File: src/rtl/mbrc_pkg.sv
// ----------------------------------------------------------------------------
// mbrc_pkg: shared definitions for the Modbus read response checker
// Status codes, CRC-16 constants, register indexes and the CRC control struct.
// ----------------------------------------------------------------------------
package mbrc_pkg;

	// result status codes
	localparam logic [1:0] ST_OK     = 2'd0;
	localparam logic [1:0] ST_SHORT  = 2'd1;
	localparam logic [1:0] ST_CRC    = 2'd2;
	localparam logic [1:0] ST_HEADER = 2'd3;

	// configuration register indexes
	localparam logic CFG_SLAVE_ADDRESS  = 1'b0;
	localparam logic CFG_REGISTER_COUNT = 1'b1;

	// request types
	localparam logic REQ_BYTE    = 1'b0;
	localparam logic REQ_TIMEOUT = 1'b1;

	// CRC-16 (reflected) and protocol constants
	localparam logic [15:0] CRC_INIT          = 16'hFFFF;
	localparam logic [15:0] CRC_POLY          = 16'hA001;
	localparam logic [7:0]  FUNC_READ_HOLDING = 8'h03;
	localparam logic [3:0]  CRC_STEPS         = 4'd8;

	// control from the sequencer to the CRC unit
	typedef struct packed {
		logic start;    // fold in a new byte and run the bit steps
		logic restart;  // return the accumulator to its initial value
	} crc_ctl_t;

endpackage

File: src/rtl/mbrc_crc_unit.sv
// ----------------------------------------------------------------------------
// mbrc_crc_unit: bit-serial CRC-16 accumulator
// Folds one byte into the running CRC, then applies eight shift/xor steps, one
// per cycle. busy is high while steps remain.
// ----------------------------------------------------------------------------
module mbrc_crc_unit (
	input  logic              clk,
	input  logic              arst_n,
	input  mbrc_pkg::crc_ctl_t ctl,
	input  logic [7:0]        data,
	output logic [15:0]       crc,
	output logic              busy
);

	logic [15:0] crc_q;
	logic [3:0]  steps_q;

	assign busy = (steps_q != 4'd0);
	assign crc  = crc_q;

	// hold the accumulator; advance one polynomial step per cycle while busy
	always_ff @(posedge clk or negedge arst_n) begin
		if (!arst_n) begin
			crc_q   <= mbrc_pkg::CRC_INIT;
			steps_q <= 4'd0;
		end else if (ctl.restart) begin
			crc_q   <= mbrc_pkg::CRC_INIT;
			steps_q <= 4'd0;
		end else if (ctl.start) begin
			crc_q   <= crc_q ^ {8'd0, data};
			steps_q <= mbrc_pkg::CRC_STEPS;
		end else if (busy) begin
			if (crc_q[0]) begin
				crc_q <= (crc_q >> 1) ^ mbrc_pkg::CRC_POLY;
			end else begin
				crc_q <= crc_q >> 1;
			end
			steps_q <= steps_q - 4'd1;
		end
	end

endmodule

File: config.mk
export PLATFORM = sky130hd
export DESIGN_NAME = mbrc_crc_unit
export DESIGN_NICKNAME = d
export VERILOG_FILES = /design/src/rtl/mbrc_pkg.sv /design/src/rtl/mbrc_crc_unit.sv
export SDC_FILE = /design/constraint.sdc
export NUM_CORES = 1
export LEC_CHECK = 0
export BUFFER_PORTS_ARGS = -buffer_cell sky130_fd_sc_hd__buf_2
export CORE_MARGIN = 1.5
export CORE_UTILIZATION = 50
export DETAILED_ROUTE_END_ITERATION = 7
export MAX_ROUTING_LAYER = met4
export PLACE_DENSITY_LB_ADDON = 0.2
export SLEW_MARGIN = 20
export SYNTH_ARGS = -nofsm -noshare
export SYNTH_HDL_FRONTEND = slang
export SYNTH_SLANG_ARGS = --single-unit
File: constraint.sdc
create_clock -name clk -period 2.3 [get_ports clk]
set_input_delay 0.46 -clock clk [delete_from_list [all_inputs] [get_ports clk]]
set_output_delay 0.46 -clock clk [all_outputs]
set_load 0.01 [all_outputs]
==> out/qor.csv, run 1 <==
metric,value,unit
status,"complete, no violations",
Max clock buf depth,2,
syn nets,109,
Slew headroom,64.36,%
CTS Hold Buffers Added,0,
Post-Place Worst Slack,606.5,ps
f_max,0.4910,GHz
Pwr Density,772.1,nW/µm²
Worst Hold Slack,85.60,ps
postcts setup bufs,0,
placement row count,16,
Hold Path Class,in -> async,
Die Ht,48.80,µm
Fillers,175,
# diodes,0,
Routed Antenna Nets,0,
core area,1962,µm²
Synth Flop Type,dfstp_2,
Worst Skew,8.006,ps
Yosys warning total,0,
Routed wire per std cell,13.05,µm
Crit Path Class,reg -> out,
fraction of registers with async set/reset,100.0,%
initial antenna violation count,0,
CTS tree,built,
"Max FO, Critical Path",10,
"EDFF count, synth",0,
CTS H-Tree Depth,1,
worst-case vdd ir drop,479.4,µV
Vias per Instance,5.125,
area delta synth->final,18.73,%
Critical Path AT,1580,ps
Seq cells post-synth,20,
HPWL after detailed placement,1417,µm
final hold vios,0,
Slew Limit Fails,0,
Netlist cell types,25,
Area contributors post-synth,"dfstp_2, dfrtp_1, mux2i_1, nor2_1, xor2_1",
crit start category,register,
Inserted Clock Buffers,3,
clock network latency to the later pin of the worst-skew pair,300,ps
vias in the first global route,780,
CP required,1840,ps
Initial Utilization,53.44,%
Final nets,139,
root buf cell,clkbuf_4,
Die Area,2381,µm²
Tot Pwr,0.9612,mW
post-CTS sizing,0,
Max-cap violations,0,
gp weighted congestion,0.7876,
first-iteration detailed-routing DRC count,20,
post-synthesis sequential area ratio,49.64,%
drt total wl,1983,µm
IO Port Bufs,28,
setup_tns,0,ps
Global Route Usage Sum,18.69,%
Final WS setup,263.4,ps
largest net degree at the start of global routing,21,
Syn Area/Cell,10.92,µm²
leading post-synthesis cells by instance count,"nor2_1, dfstp_2, mux2i_1",
first-pass GRT wire length,3360,µm
crit share post-route,88.55,%
min cycle time layout,2037,ps
Post-Synthesis Cells,96,
DRC,0,
worst slew pin tran,534.6,ps
CP Capture Type,output port,
leakage power,0.5028,nW
clock slew at reported path FFs,120,ps
Setup Viol. Count Final,0,
Post-Syn Area,1049,µm²
IO Count,29,
RSZ-0062 raised after global routing,no,
detailed-route via count,779,
clock sink count,20,
Die Wd,48.80,µm
share of cells above drive strength 1,44.80,%
R2R cell count,5,
"count leader, synth",nor2_1,
top-area cell type share of the netlist area,40.10,%
GR Overflow Total,0,
leading area contributor after synthesis,dfstp_2,
Initial DRT Pass Iterations,4,
[report_power, final]
part | leakage (nW) | internal, mW | switching (mW)
sequential | 0.222 | 0.402 | 0.0316
combinational | 0.253 | 0.105 | 0.137
clock | 0.0279 | 0.176 | 0.110
[cell usage in the layout, fill, tap and decap left out, drive strengths merged, types with 2 or more instances in the layout]
cell type  Yosys  layout
buf            3      29
nor2          23      23
dfstp         16      16
mux2i          9       9
xor2           8       8
nor3           6       6
a211oi         5       5
dfrtp          4       4
o32ai          4       4
a21oi          3       3
clkbuf         1       3
inv            3       3
nand2          2       2
[metal layers]
layer / GRT usage, % / up-vias / share of wire (%)
met3: 2.761 / 2 / 4.0
met2: 31.05 / 16 / 49
li1: - / 389 / -
met5: - / - / 0
met1: 22.97 / 372 / 46
met4: 7.619 / 0 / 0.76
[state kept, by name, indices dropped and copies added (netlist names)]
name,count
crc,16
steps_q,4
[final timing paths]
path | endpoint | slack [ps] | from
setup / recovery | busy | 260 | steps_q[0]$_DFFE_PN0P_
hold / removal | steps_q[3]$_DFFE_PN0P_ | 90 | arst_n
setup reg to reg | crc[13]$_DFFE_PN1P_ | 750 | steps_q[0]$_DFFE_PN0P_
hold reg to reg | crc[14]$_DFFE_PN1P_ | 530 | crc[14]$_DFFE_PN1P_
max in group asynchronous | crc[4]$_DFFE_PN1P_ | 1870 | arst_n
min in group clk | crc[5]$_DFFE_PN1P_ | 430 | data[5]
[kinds of logic (layout without fill, tap and decap cells)]
group	count (synthesis)	in the layout	synth area share [%]
flops	20	20	49.64
xor+xnor	9	9	7.518
buf+inv	7	36	4.653
compound gates	13	13	10.98
simple gates	36	36	16.35
fa+ha+maj	1	1	1.193
mux	10	10	9.666
[critical path, cell delays in order, from the launching register on]
cell     delay (ps)
dfrtp_1         400
inv_1            90
ha_1            200
nor3b_4         280
inv_2           150
buf_2           170
[layout make-up]
type	count	area [µm²]	share of cell area, %
clock inverter	1	30.03	2.412
multi-input combinational	69	479.2	38.49
timing repair buffer	29	147.6	11.86
clock buffer	3	22.52	1.809
tap	27	33.78	2.714
sequential	20	520.5	41.81
inverter	3	11.26	0.9045
[per-stage QoR]
step | instance area (µm²) | util, % | instances
finish | 1245 | 63.46 | 152
global route | 1245 | 63.46 | 152
CTS | 1245 | 63.46 | 152
detailed placement | 1192 | 60.78 | 148
global placement | 1192 | 60.78 | 148
floorplan | 1049 | - | 96
Note: power is estimated with default switching activity, not from simulation.
==> inputs of run 2 (changes only) <==
--- a/config.mk
+++ b/config.mk
@@ -10,7 +10,7 @@
 export CORE_UTILIZATION = 50
 export DETAILED_ROUTE_END_ITERATION = 7
 export MAX_ROUTING_LAYER = met4
-export PLACE_DENSITY_LB_ADDON = 0.2
+export PLACE_DENSITY = 0.81
 export SLEW_MARGIN = 20
 export SYNTH_ARGS = -nofsm -noshare
 export SYNTH_HDL_FRONTEND = slang
==> constraint.sdc (replaced) <==
create_clock -name clk -period 2.3 [get_ports clk]
set_input_delay 0.345 -clock clk [delete_from_list [all_inputs] [get_ports clk]]
set_output_delay 0.345 -clock clk [all_outputs]
set_load 0.01 [all_outputs]
==> out/qor.csv, run 2 (same netlist as run 1, synthesis figures left out) <==
metric,value,unit,change
Initial Utilization,53.44,%,unchanged
IO Port Bufs,28,,unchanged
worst-case vdd ir drop,457.5,µV,-4.6%
Crit-path slowest cell,dfrtp_1,,
share of cells above drive strength 1,44.44,%,-0.36 points
first-pass GRT wire length,3456,µm,+2.9%
Die Area,2381,µm²,unchanged
M2 GR Usage,28.77,%,-2.3 points
Worst Hold Slack,311.5,ps,+225.9 ps
FF-to-FF End,crc[11]$_DFFE_PN1P_,,
Routed Antenna Nets,0,,unchanged
met1 Usage GRT,25.25,%,+2.3 points
f_max,0.5236,GHz,+6.6%
fin area,1239,µm²,-0.50%
R2R cell count,5,,unchanged
cell chain of the critical path,inv_1 -> ha_1 -> nor3b_4 -> inv_2 -> buf_2,,
Crit Path Class,reg -> out,,
area delta synth->final,18.14,%,
leakage power,0.5000,nW,-0.55%
vias in the first global route,743,,-4.7%
CTS H-Tree Depth,1,,unchanged
Worst Hold Launch,data[1],,
crit share post-route,83.03,%,-5.5 points
Global Route Usage Sum,19.39,%,+0.70 points
largest net degree at the start of global routing,21,,unchanged
clock slew at reported path FFs,110,ps,about the same
setup_tns,0,ps,unchanged
Worst Skew,10.13,ps,+2.122 ps
CP Launch Point,steps_q[0]$_DFFE_PN0P_,,
clock network latency to the later pin of the worst-skew pair,310,ps,about the same
"slowest stage delay, CP",400,ps,about the same
final non-filler cell total,153,,+0.66%
final hold vios,0,,unchanged
CTS tree,built,,
FF-to-FF Start,steps_q[0]$_DFFE_PN0P_,,
detailed-route via count,793,,+1.8%
most frequent cells in the layout,"buf_2, nor2_1, dfstp_2, mux2i_1, xor2_1",,
initial antenna violation count,0,,unchanged
CP required,1960,ps,+120 ps
Pwr Density,711.5,nW/µm²,-7.9%
"most common cell after layout, fill and taps aside",buf_2,,
HPWL after detailed placement,1441,µm,+1.7%
grt met3 use,4.908,%,+2.1 points
Hold Path Cell Cnt,4,,
Final nets,140,,+0.72%
Slew Limit Fails,0,,unchanged
buffers and inverters on the worst path,3,,unchanged
Hold Path Class,in -> reg,,
min cycle time layout,1910,ps,-126.9 ps
first-iteration detailed-routing DRC count,12,,-40%
Vias per Instance,5.183,,+1.1%
most used routing layer,met2,,
Setup Viol. Count Final,0,,unchanged
"Max FO, Critical Path",10,,unchanged
hold worst-path end,crc[1]$_DFFE_PN1P_,,
worst slew pin tran,536.0,ps,+1.410 ps
Slew headroom,64.26,%,-0.094 points
IO Count,29,,unchanged
drt total wl,1949,µm,-1.7%
status,"complete, no violations",,
worst reg-to-reg setup slack,700,ps,-50 ps
# diodes,0,,unchanged
Critical Path AT,1560,ps,-20 ps
Die Wd,48.80,µm,unchanged
Die Ht,48.80,µm,unchanged
Placed Area,1192,µm²,unchanged
DRC,0,,unchanged
Max clock buf depth,2,,unchanged
core area,1962,µm²,unchanged
placement row count,16,,unchanged
CP Capture Type,output port,,
"CP delay by family, top",flip-flops,,
placed insts,148,,unchanged
Max-cap violations,0,,unchanged
Final WS setup,390.3,ps,+126.9 ps
GR Overflow Total,0,,unchanged
RSZ-0062 raised after global routing,no,,
root buf cell,clkbuf_4,,
clock sink count,20,,unchanged
Routed wire per std cell,12.74,µm,-2.4%
Initial DRT Pass Iterations,4,,unchanged
Inserted Clock Buffers,3,,unchanged
Largest register FFs,16,,unchanged
gp weighted congestion,0.7457,,-5.3%
Post-Place Worst Slack,721.9,ps,+115.4 ps
crit start category,register,,
run 2: cell count changes in the layout (fill, tap and decap cells not counted), sizes merged:
cell / delta
clkbuf: +1
bufinv: -1
dlygate4sd3: +1
run 2: tightest hold or removal path: stages:
cell and delay [ps]:
buf_2 80, xor2_1 60, nor2_1 80, a211oi_1 50
run 2: how the worst max path moves through the flow:
stage                                     end  slack [ps]  depth (start not counted)
after detailed placement  crc[11]$_DFFE_PN1P_         720                          5
after floorplan                          busy         860                          5
after global placement    crc[11]$_DFFE_PN1P_         790                          5
after global routing                     busy         280                          5
final                                    busy         390                          5
after CTS                                busy         380                          5
run 2: cell type report:
cell class | instances | area, µm²
well taps | 27 | 33.78
clock buffers | 4 | 36.28
inverters | 3 | 11.26
flip-flops and latches | 20 | 520.5
multi-input cells | 69 | 479.2
repair buffers | 30 | 157.7
fillers | 180 | 723.2
run 2: stage by stage:
stage,util [%],total power [mW]
floorplan,-,0.6127
global placement,60.78,0.6727
detailed placement,60.78,0.6833
CTS,63.14,0.8910
global route,63.14,0.9322
finish,63.14,0.8813
run 2: what timing repair did:
item	in CTS	in global routing
endpoints found under the hold margin	4	0
hold buffers	1	0
resized for setup	0	0
buffers inserted	0	0
run 2: power breakdown:
group          internal (mW)  switching, mW  total, mW  leakage [nW]
logic                  0.105          0.138      0.243         0.257
clock network         0.0967          0.107      0.204        0.0210
registers              0.402         0.0325      0.434         0.222
run 2: layer usage:
layer  up-vias  routed length, µm
li1        389                  -
met1       376                897
met2        21                903
met3         7                102
met4         0                 46
met5         -                  0
==> inputs of run 3 (changes only) <==
==> constraint.sdc (replaced) <==
create_clock -name clk -period 1.9 [get_ports clk]
set_input_delay 0.285 -clock clk [delete_from_list [all_inputs] [get_ports clk]]
set_output_delay 0.285 -clock clk [all_outputs]
set_load 0.01 [all_outputs]
==> out/qor.csv, run 3 (same netlist as run 1, synthesis figures left out) <==
metric,value,unit,change
Pwr Density,861.1,nW/µm²,+21%
Largest register FFs,16,,unchanged
Worst Skew,1.087,ps,-9.042 ps
cell chain of the critical path,inv_1 -> ha_1 -> nor3b_4 -> inv_2 -> buf_2,,
leakage power,0.5048,nW,+0.96%
Global Route Usage Sum,19.81,%,+0.42 points
buffers and inverters on the worst path,3,,unchanged
final hold vios,0,,unchanged
gp weighted congestion,0.7593,,+1.8%
"most common cell after layout, fill and taps aside",buf_2,,
CP Depth,5,,unchanged
CP Launch Point,steps_q[0]$_DFFE_PN0P_,,
worst slew pin tran,518.6,ps,-17.47 ps
GR Overflow Total,0,,unchanged
worst-case vdd ir drop,423.6,µV,-7.4%
Initial Utilization,53.44,%,unchanged
status,"complete, no violations",,
Initial DRT Pass Iterations,2,,-2
Hold Path Class,in -> reg,,
Max-cap violations,0,,unchanged
first-pass GRT wire length,3629,µm,+5.0%
largest net degree at the start of global routing,21,,unchanged
Routed Antenna Nets,0,,unchanged
detailed-route via count,787,,-0.76%
Critical Path AT,1520,ps,-40 ps
Inserted Clock Buffers,3,,unchanged
Worst Hold Launch,data[1],,
RSZ-0062 raised after global routing,no,,
CTS H-Tree Depth,1,,unchanged
CP Capture Type,output port,,
DRC,0,,unchanged
clock network latency to the later pin of the worst-skew pair,290,ps,-20 ps
fin area,1246,µm²,+0.61%
Vias per Instance,5.110,,-1.4%
worst reg-to-reg setup slack,190,ps,-510 ps
Slew headroom,65.43,%,+1.2 points
"CP delay by family, top",flip-flops,,
CTS tree,built,,
share of cells above drive strength 1,44.88,%,+0.44 points
drt total wl,2022,µm,+3.7%
clock sink count,20,,unchanged
CP required,1620,ps,-340 ps
HPWL after detailed placement,1529,µm,+6.1%
IO Count,29,,unchanged
Crit-path slowest cell,dfrtp_1,,
crit start category,register,,
Die Ht,48.80,µm,unchanged
crit path to,busy,,
clock slew at reported path FFs,110,ps,about the same
Die Area,2381,µm²,unchanged
most frequent cells in the layout,"buf_2, nor2_1, dfstp_2, mux2i_1, xor2_1",,
Die Wd,48.80,µm,unchanged
"slowest stage delay, CP",400,ps,about the same
Fillers,187,,+3.9%
post-CTS sizing,0,,unchanged
first-iteration detailed-routing DRC count,8,,-4
Max clock buf depth,2,,unchanged
min cycle time layout,1807,ps,
crit share post-route,95.10,%,
root buf cell,clkbuf_4,,
f_max,0.5534,GHz,
core area,1962,µm²,unchanged
initial antenna violation count,0,,unchanged
IO Port Bufs,28,,unchanged
R2R cell count,6,,+1
Placed Area,1192,µm²,unchanged
Setup Viol. Count Final,0,,unchanged
area delta synth->final,18.85,%,
FF-to-FF Start,steps_q[0]$_DFFE_PN0P_,,
vias in the first global route,855,,+15%
# diodes,0,,unchanged
FF-to-FF End,crc[13]$_DFFE_PN1P_,,
placement row count,16,,unchanged
Crit Path Class,reg -> out,,
"Max FO, Critical Path",10,,unchanged
setup_tns,0,ps,unchanged
Routed wire per std cell,13.13,µm,+3.1%
Final nets,141,,+0.71%
Slew Limit Fails,0,,unchanged
-- run 3: cell type report --
cell class                 count  area, µm²  share of cell area [%]
clock buffer                   4      36.28                   2.912
inverter                       3      11.26                  0.9036
multi-input combinational     69      479.2                   38.45
sequential                    20      520.5                   41.77
tap                           27      33.78                   2.711
timing repair buffer          31      165.2                   13.25
-- run 3: what timing repair did --
item / in CTS / in global routing
hold endpoints to repair: 4 / 0
endpoints found under the setup margin: 0 / 1
setup buffers: 0 / 1
hold buffers: 1 / 0
-- run 3: how the worst min path moves through the flow --
stage / to / slack (ps) / cells past startpoint
2_1_floorplan: steps_q[0]$_DFFE_PN0P_ / -10 / 0
3_3_place_gp: steps_q[2]$_DFFE_PN0P_ / 250 / 1
3_5_place_dp: steps_q[2]$_DFFE_PN0P_ / 250 / 1
4_1_cts: crc[1]$_DFFE_PN1P_ / 260 / 4
5_1_grt: crc[1]$_DFFE_PN1P_ / 270 / 4
6_report: crc[1]$_DFFE_PN1P_ / 260 / 4
-- run 3: through the flow --
stage | hold WS [ps] | setup WS, ps | total power [mW] | util [%] | std cells
6_report | 264.1 | 93.08 | 1.073 | 63.52 | 154
5_1_grt | 272.8 | 11.59 | 1.138 | 63.52 | 154
4_1_cts | 257.7 | 19.23 | 1.074 | 63.14 | 153
3_5_place_dp | 253.2 | 314.0 | 0.8317 | 60.78 | 148
3_3_place_gp | 246.7 | 400.1 | 0.8161 | 60.78 | 148
2_1_floorplan | -10.59 | 498.0 | 0.7417 | - | 96
-- run 3: power breakdown --
group	switching [mW]	leakage (nW)	internal [mW]
registers	0.0403	0.222	0.486
clock network	0.121	0.0210	0.117
logic	0.173	0.262	0.135
-- run 3: layer usage --
metal / share of wire [%] / track usage, %
met5: 0 / -
met3: 2.2 / 3.067
met2: 54 / 32.88
met4: 0.45 / 5.714
met1: 43 / 25.31
-- run 3: worst min-delay path, delay by kind of cell --
family,cells,cell delay [ps]
compound gates,1,50
xor+xnor,1,60
buf+inv,1,80
simple gates,1,80
